**src/sv/rsu_pkg.sv**
```systemverilog
package rsu_pkg;

	localparam int TABLE_SIZE = 4096;
	localparam int ADDR_W     = $clog2(TABLE_SIZE);
	localparam int SPAN_W     = ADDR_W + 1;
	localparam int MAX_DEGREE = 7;
	localparam int DEG_W      = 3;
	localparam int MOD_W      = 16;
	localparam int WEIGHT_W   = 24;
	localparam int SCORE_W    = 32;
	localparam int DVD_W      = 2 * MOD_W + 1;
	localparam int POS_W      = MOD_W + 1;
	localparam int TS_W       = MOD_W + 2;
	localparam int CFG_IDX_W  = 2;
	localparam int INDEX_W    = 12;

	typedef enum logic [1:0] {
		CMD_LOAD  = 2'd0,
		CMD_RUN   = 2'd1,
		CMD_READ  = 2'd2,
		CMD_CLEAR = 2'd3
	} cmd_t;

	localparam logic [CFG_IDX_W-1:0] REG_K_LOW  = 2'd0;
	localparam logic [CFG_IDX_W-1:0] REG_K_HIGH = 2'd1;
	localparam logic [CFG_IDX_W-1:0] REG_DEGREE = 2'd2;

	typedef struct packed {
		logic             go;
		logic [DVD_W-1:0] dividend;
		logic [MOD_W-1:0] divisor;
	} div_req_t;

	typedef struct packed {
		logic             done;
		logic [DVD_W-1:0] quo;
		logic [MOD_W-1:0] rem;
	} div_resp_t;

	typedef enum logic [27:0] {
		ST_IDLE   = 28'd1 << 0,
		ST_CLR    = 28'd1 << 1,
		ST_RD     = 28'd1 << 2,
		ST_BDIV   = 28'd1 << 3,
		ST_MDIV   = 28'd1 << 4,
		ST_LSTART = 28'd1 << 5,
		ST_LCW    = 28'd1 << 6,
		ST_HMUL   = 28'd1 << 7,
		ST_HCW    = 28'd1 << 8,
		ST_HRW    = 28'd1 << 9,
		ST_GCHK   = 28'd1 << 10,
		ST_GCD    = 28'd1 << 11,
		ST_GCDW   = 28'd1 << 12,
		ST_DRW    = 28'd1 << 13,
		ST_PPW    = 28'd1 << 14,
		ST_GDW    = 28'd1 << 15,
		ST_EE     = 28'd1 << 16,
		ST_EEW    = 28'd1 << 17,
		ST_EEM    = 28'd1 << 18,
		ST_EET    = 28'd1 << 19,
		ST_VMUL   = 28'd1 << 20,
		ST_VDIV   = 28'd1 << 21,
		ST_VW     = 28'd1 << 22,
		ST_OFW    = 28'd1 << 23,
		ST_HIT    = 28'd1 << 24,
		ST_HWR    = 28'd1 << 25,
		ST_NEXT   = 28'd1 << 26,
		ST_SPARE  = 28'd1 << 27
	} state_t;

endpackage

```
**src/sv/rsu_div.sv**
```systemverilog
module rsu_div (
	input  logic                clk,
	input  logic                arst_n,
	input  rsu_pkg::div_req_t   req,
	output rsu_pkg::div_resp_t  resp
);

	localparam logic [5:0] LAST = 6'(rsu_pkg::DVD_W - 1);

	logic                      busy_q;
	logic                      done_q;
	logic [5:0]                cnt_q;
	logic [rsu_pkg::MOD_W-1:0] dvs_q;
	logic [rsu_pkg::DVD_W-1:0] quo_q;
	logic [rsu_pkg::MOD_W-1:0] rem_q;

	logic [rsu_pkg::MOD_W:0]   trial;
	logic [rsu_pkg::MOD_W:0]   diff;
	logic                      fits;

	// restoring division, one quotient bit per cycle
	assign trial = {rem_q, quo_q[rsu_pkg::DVD_W-1]};
	assign diff  = trial - {1'b0, dvs_q};
	assign fits  = trial >= {1'b0, dvs_q};

	always_ff @(posedge clk or negedge arst_n) begin
		if (!arst_n) begin
			busy_q <= 1'b0;
			done_q <= 1'b0;
			cnt_q  <= '0;
		end else begin
			done_q <= 1'b0;
			if (req.go) begin
				busy_q <= 1'b1;
				cnt_q  <= '0;
			end else if (busy_q) begin
				cnt_q <= cnt_q + 6'd1;
				if (cnt_q == LAST) begin
					busy_q <= 1'b0;
					done_q <= 1'b1;
				end
			end
		end
	end

	always_ff @(posedge clk) begin
		if (req.go) begin
			dvs_q <= req.divisor;
			quo_q <= req.dividend;
			rem_q <= '0;
		end else if (busy_q) begin
			quo_q <= {quo_q[rsu_pkg::DVD_W-2:0], fits};
			rem_q <= fits ? diff[rsu_pkg::MOD_W-1:0] : trial[rsu_pkg::MOD_W-1:0];
		end
	end

	assign resp.done = done_q;
	assign resp.quo  = quo_q;
	assign resp.rem  = rem_q;

endmodule

```
**config.mk**
```make
export PLATFORM = sky130hd
export DESIGN_NAME = rsu_div
export DESIGN_NICKNAME = d
export VERILOG_FILES = /design/src/sv/rsu_pkg.sv /design/src/sv/rsu_div.sv
export SDC_FILE = /design/constraint.sdc
export NUM_CORES = 1
export LEC_CHECK = 0
export BUFFER_PORTS_ARGS = -buffer_cell sky130_fd_sc_hd__clkbuf_2
export CAP_MARGIN = 0
export CORE_UTILIZATION = 24
export DETAILED_ROUTE_END_ITERATION = 12
export PLACE_DENSITY = 0.5
export SETUP_SLACK_MARGIN = 0.05
export SKIP_LAST_GASP = 1
export SLEW_MARGIN = 20
export SYNTH_ARGS = -nofsm -noshare
export SYNTH_HDL_FRONTEND = slang
export SYNTH_SLANG_ARGS = --single-unit
```
**constraint.sdc**
```tcl
create_clock -name clk -period 5.9 [get_ports clk]
set_input_delay 0.295 -clock clk [delete_from_list [all_inputs] [get_ports clk]]
set_output_delay 0.295 -clock clk [all_outputs]
set_load 0.03 [all_outputs]
```
---- Word level (Yosys, flattened, before mapping) ----
Cells that the tools add are included.
operators by class
  bitwise gates (word level) .............. 0
  $mul .................................... 0
  multiplexer cells ....................... 11
  equality and inequality tests ........... 1
  add/subtract/negate cells ............... 2
  shift operators ......................... 0
  div/mod/pow operators ................... 0
  order comparisons ....................... 1
  reductions and logical operators ........ 1
operator list
  operator               count
  $mux W33               2
  $ge A17 B16 Y1         1
  $mux W16               1
  $sub A16 B16 Y16       1
  $mux W6                2
  $add A6 B1 Y6 const B  1
  $eq A6 B6 Y1 const B   1
  $mux W1                6
  $reduce_bool A2 Y1     1
word-level totals
  bits in latches ......................... 0
  word-level logic and storage cells ...... 22
  ROM bits ................................ 0
  flip-flop bits (word level) ............. 73
  memories kept ........................... 0
  output and inout port bits .............. 50
  bits in writable memories ............... 0
  input bits .............................. 52

---- Logic depth before layout (Yosys ltp) ----
  depth after elaboration ................. 4
  mapped depth ............................ 10
  gate-level depth less buffers ........... 10

---- Worst setup path before layout ----
Ideal clock, no wire load.
  path kind ............................... reg-to-reg
  from .................................... reg quo_q[32] (netlist name)
  to ...................................... reg rem_q[10] (netlist name)
  buffers on the path ..................... 0
  stages on the path, launching flop included .. 11
  library setup time ...................... 0.086 ns
  clock period less this slack ............ 2.393 ns
  required time ........................... 5.814 ns
  arrival ................................. 2.308 ns
  setup slack ............................. 3.507 ns
  cell sequence ........................... edfxtp_1 > inv_1 > ha_1 > fa_1 > nor2b_1 > o31ai_2 > a211oi_1 > nor2_1 > xnor2_1 > mux2i_1 > a211oi_1
on the way
  longest elaborated chain between the ends .. 2
  elaborated cells between the ends (all ways) .. 3
  those cells by class .................... 1 x add/sub; 1 x order compare; 1 x mux
RTL lines
  what                                                       RTL line                      RTL
  start, declared                                            rsu_div.sv:14                 logic [rsu_pkg::DVD_W-1:0] quo_q;
  start signal, assigned                                     rsu_div.sv:49                 quo_q <= req.dividend;
  start signal, assigned                                     rsu_div.sv:52                 quo_q <= {quo_q[rsu_pkg::DVD_W-2:0], fits};
  $sub A16 B16 Y16 / $ge A17 B16 Y1 (equally long branches)  rsu_div.sv:23, rsu_div.sv:24
  $mux W16 (*)                                               rsu_div.sv:53                 rem_q <= fits ? diff[rsu_pkg::MOD_W-1:0] : trial[rsu_pkg::MOD_W-1:0];
  end signal, assigned                                       rsu_div.sv:53
  end, declared                                              rsu_div.sv:15                 logic [rsu_pkg::MOD_W-1:0] rem_q;
Every way passes the cells marked *; elsewhere a longest branch is shown, timed or not.
A chain may end at the register's enable or synchronous reset.

---- Worst setup path after layout ----
  from .................................... reg dvs_q[12] (netlist name)
  to ...................................... reg rem_q[0] (netlist name)
on the way
  longest elaborated chain between the ends .. 2
RTL lines
  what                    RTL line       RTL
  start, declared         rsu_div.sv:13  logic [rsu_pkg::MOD_W-1:0] dvs_q;
  start signal, assigned  rsu_div.sv:48  dvs_q <= req.divisor;
  $ge A17 B16 Y1          rsu_div.sv:24  assign fits = trial >= {1'b0, dvs_q};
  $mux W16                rsu_div.sv:53
No other way between the ends.

==> tab_implementation.tex <==
\begin{tabular}{lr}
\hline
Metric & Value \\
\hline
\multicolumn{2}{l}{\textbf{Outcome}} \\
Outcome & completed \\
\multicolumn{2}{l}{\textbf{Setup path}} \\
Req. time, crit path & 6150 ps \\
Top Family by Delay on Critical Path & compound AO/OA/AOI/OAI gates \\
WS Path Type & reg -> reg \\
Critical Path End Type & flop \\
Crit path buffers/inverters & 1 \\
Data arrival, critical path & approximately 2800 ps \\
Critical Path, Cell by Cell & inv\_1, ha\_1, a21oi\_2, o21ai\_1, a2111o\_1, nor2\_8, mux2\_4, a211oi\_2 \\
Critical path's largest stage delay & just under 500 ps \\
Highest net fanout along the worst path & 17 \\
Startpoint types & flop \\
Slowest cell on the critical path & sky130\_fd\_sc\_hd\_\_a2111o\_1 \\
\multicolumn{2}{l}{\textbf{Detailed routing}} \\
\# DRC & 0 \\
Number of DRC markers in iteration 0 & around 110 \\
Routed wire per std cell & roughly 15 um \\
Number of iterations in the first detailed-routing pass & 4 \\
Final wirelength & slightly above 9000 um \\
Total via count after detailed routing & 2870 \\
Vias per inst & about 4.5 \\
Post-route antenna net violation count & 0 \\
\multicolumn{2}{l}{\textbf{Logic synthesis}} \\
Number of warning messages in the yosys log & 0 \\
Leading cell type by number of instances after synthesis & sky130\_fd\_sc\_hd\_\_edfxtp\_1 \\
Synthesized instance count & 326 \\
Proportion of netlist area held by the largest area contributor & 38.19\% \\
Unique cell type count in the Yosys netlist & 49 \\
Flops \& latches, synth & 73 \\
Post-Synthesis Net Count & just under 400 \\
Combined area of all synthesized cells & 0.003852 mm2 \\
Top flip-flop cell by instance count after synthesis & sky130\_fd\_sc\_hd\_\_edfxtp\_1 \\
Mean instance size in the synthesized netlist & 11.82 um2 \\
Synth async-reset ratio & 10.96\% \\
Most area-consuming cells after synthesis & sky130\_fd\_sc\_hd\_\_edfxtp\_1 38\%, sky130\_fd\_sc\_hd\_\_mux2\_2 9.4\%, sky130\_fd\_sc\_hd\_\_dfxtp\_1 8.3\% \\
Cell taking the most area after synthesis & sky130\_fd\_sc\_hd\_\_edfxtp\_1 \\
Most common library cells after synthesis & 49 x sky130\_fd\_sc\_hd\_\_edfxtp\_1, 32 x sky130\_fd\_sc\_hd\_\_mux2\_2, 27 x sky130\_fd\_sc\_hd\_\_nor2\_1 \\
Portion of the post-synthesis area used by sequential elements & 51.71\% \\
Post-synth EDFFs & between 40 and 50 \\
\multicolumn{2}{l}{\textbf{Die}} \\
Number of top-level design ports & between 100 and 150 \\
Chip Height & about 130 um \\
Site row count & 45 \\
Die Outline Area & 0.01656 mm2 \\
Horizontal extent of the die & 128.7 um \\
Starting density of the core & 24.97\% \\
Area of the placeable core & 0.01543 mm2 \\
\multicolumn{2}{l}{\textbf{Clock tree}} \\
Total clock buffers created by CTS & 9 \\
Cell chosen for the clock root & sky130\_fd\_sc\_hd\_\_clkbuf\_16 \\
Clk sink count & 73 \\
H-Tree Level Count & 3 \\
Post\_cts resized & 0 \\
Post CTS Setup Buffer Count & 0 \\
Hold\_buf cts & 1 \\
CTS max path bufs & 2 \\
Clock edge transition at the registers on the reported setup and hold paths & about 60 ps \\
Skew-Pair Late Insertion Delay & 340 ps \\
CTS tree & done \\
\multicolumn{2}{l}{\textbf{Global routing}} \\
Wire length of the first global-routing pass & between 10000 and 15000 um \\
Final global-route overflow total & 0 \\
Number of global-route vias before repair & 2947 \\
Antenna violations before repair & 0 \\
Global-route usage over all layers & between 10\% and 20\% \\
Maximum number of pins on one net before global-route repair & 69 \\
\multicolumn{2}{l}{\textbf{Placement}} \\
Inst Count DP & about 630 \\
Input/output buffers & 101 \\
Final weighted congestion in routability-driven placement & 0.7724 \\
Post-DP HPWL & roughly 6700 um \\
\multicolumn{2}{l}{\textbf{Timing}} \\
Final Hold Violating Endpoints & 0 \\
Final Slew Violations & 0 \\
Sum Neg Setup Slack & 0 ps \\
Slew at the pin closest to its max-slew limit & 964.9 ps \\
Final worst clock skew & 11.16 ps \\
Setup repair after global routing missed its margin & no \\
Fin crit period & 2548 ps \\
Count of endpoints failing setup in the final report & 0 \\
Post-route clock period utilization & 43.19\% \\
Max Clk Rate & 392.4 MHz \\
Rel. slew slack & 35.44\% \\
\multicolumn{2}{l}{\textbf{Power}} \\
Maximum resistive drop on vdd & 133.7 uV \\
Leak Pwr & between 2 and 2.5 nW \\
Clock Power Share & 31.6\% \\
Sequential power share & 36.3\% \\
Fraction of power spent switching nets & 33.74\% \\
Cell-internal power & 1.225 mW \\
Combinational fraction of design power & 32.1\% \\
Power per standard cell area & approximately 380 mW/mm2 \\
Switching power summed over all nets & 623.8 uW \\
\multicolumn{2}{l}{\textbf{Finish}} \\
Synth-to-layout area growth & 26.86\% \\
Diode count & 0 \\
Fin nets & 498 \\
Layout Cells excl Fill & 643 \\
Share of post-route cells with drive strength above 1 & 36.81\% \\
\multicolumn{2}{l}{\textbf{Worst hold path}} \\
Hold/Removal Path Class & in -> reg \\
\multicolumn{2}{l}{\textbf{Run}} \\
Max-Cap Viols & 0 \\
\hline
\end{tabular}
layer usage:
metal  track usage [%]  vias to the layer above  share of wire [%]
met5                 0                        -                  0
met4             5.813                        0                2.0
met3             3.992                       12                7.0
met2             18.70                       93                 46
met1             14.15                     1368                 45
li1                  -                     1397                  -
per-stage QoR:
step                hold WS (ps)  setup slack (ps)  utilization, %  total power, mW  instance area [um2]
finish                     129.7              3352           31.68            1.849                 4887
global route               123.1              3197           31.68            1.944                 4887
CTS                        119.4              3328           31.68            1.871                 4887
detailed placement         168.4              3339           29.58            1.277                 4563
global placement           164.1              3429           29.58            1.272                 4563
floorplan                -0.5911              3507               -            1.131                 3852
logic make-up after synthesis:
logic type,after synthesis,share of synthesized area [%]
adder cells (fa/ha/maj),19,6.366
buffers and inverters,35,3.962
multiplexers,49,13.93
AND/OR/NAND/NOR,80,10.39
flip-flops,73,51.71
XOR/XNOR,15,3.410
AO/OA/AOI/OAI,55,10.23
power groups by stage:
stage | sequential, mW | combinational (mW) | clock [mW]
floorplan | 0.775 | 0.356 | 0
global placement | 0.680 | 0.592 | 0
detailed placement | 0.681 | 0.596 | 0
CTS | 0.672 | 0.599 | 0.600
finish | 0.671 | 0.594 | 0.584
global route | 0.681 | 0.645 | 0.619
layout make-up:
cell class / count / area [um2]
timing repair buffer: 104 / 530.5
fill: 1625 / 10540
clock inverter: 5 / 81.33
clock buffer: 11 / 232.7
multi-input combinational: 218 / 1708
inverter: 21 / 78.83
sequential: 73 / 1992
tap: 211 / 264.0
final timing paths:
path / slack, ps / startpoint / end / cells after the start
worst max register to register: 3350 / dvs_q[12] / rem_q[0] / 8
worst min-delay path: 130 / req[8] / dvs_q[8] / 1
max in group asynchronous: 5370 / arst_n / cnt_q[3] / 2
min in group asynchronous: 340 / arst_n / cnt_q[2] / 2
worst max-delay path: 3350 / dvs_q[12] / rem_q[0] / 8
worst min register to register: 480 / rem_q[1] / rem_q[1] / 2
sequential cells by signal (all words and copies together) (netlist names):
| register | count |
|---|---|
| dvs_q | 16 |
| busy_q | 1 |
| cnt_q | 6 |
| rem_q | 16 |
| quo_q | 33 |
| done_q | 1 |
cells in the final DEF (no fill, tap or decap), types with 2 or more instances in the layout:
master                      synthesis  routed
sky130_fd_sc_hd__a21oi_2            2       2
sky130_fd_sc_hd__nor4_1             3       3
sky130_fd_sc_hd__o31ai_2            2       2
sky130_fd_sc_hd__xor2_1             5       5
sky130_fd_sc_hd__nor2_1            27      27
sky130_fd_sc_hd__a211oi_2           2       2
sky130_fd_sc_hd__mux2_2            32      32
sky130_fd_sc_hd__o21ai_0            5       5
sky130_fd_sc_hd__nor2b_1            4       4
sky130_fd_sc_hd__inv_1             21      21
sky130_fd_sc_hd__buf_4              1       2
sky130_fd_sc_hd__clkbuf_2           0     101
sky130_fd_sc_hd__clkbuf_1          11       2
sky130_fd_sc_hd__nand3b_1           2       2
sky130_fd_sc_hd__a21oi_1            9       9
sky130_fd_sc_hd__bufinv_16          0       2
sky130_fd_sc_hd__o21ai_1            7       7
sky130_fd_sc_hd__nand2_1           17      17
sky130_fd_sc_hd__a211oi_1           8       8
sky130_fd_sc_hd__ha_1              18      18
sky130_fd_sc_hd__nor3_1             4       4
sky130_fd_sc_hd__a211o_1            2       2
sky130_fd_sc_hd__dfrtp_1            8       8
sky130_fd_sc_hd__dfxtp_1           16      16
sky130_fd_sc_hd__nand4_1            3       3
sky130_fd_sc_hd__o41ai_1            2       2
sky130_fd_sc_hd__edfxtp_1          49      49
sky130_fd_sc_hd__mux2i_1           15      15
sky130_fd_sc_hd__a31oi_1            5       5
sky130_fd_sc_hd__nand2b_1           5       5
sky130_fd_sc_hd__clkbuf_16          0       9
sky130_fd_sc_hd__and2_1             3       3
sky130_fd_sc_hd__a21o_1             2       2
sky130_fd_sc_hd__o31ai_1            2       2
sky130_fd_sc_hd__nand3_1            6       6
sky130_fd_sc_hd__xnor2_1           10      10
sky130_fd_sc_hd__o21a_1             3       3
Note: power is estimated with default switching activity, not from simulation.
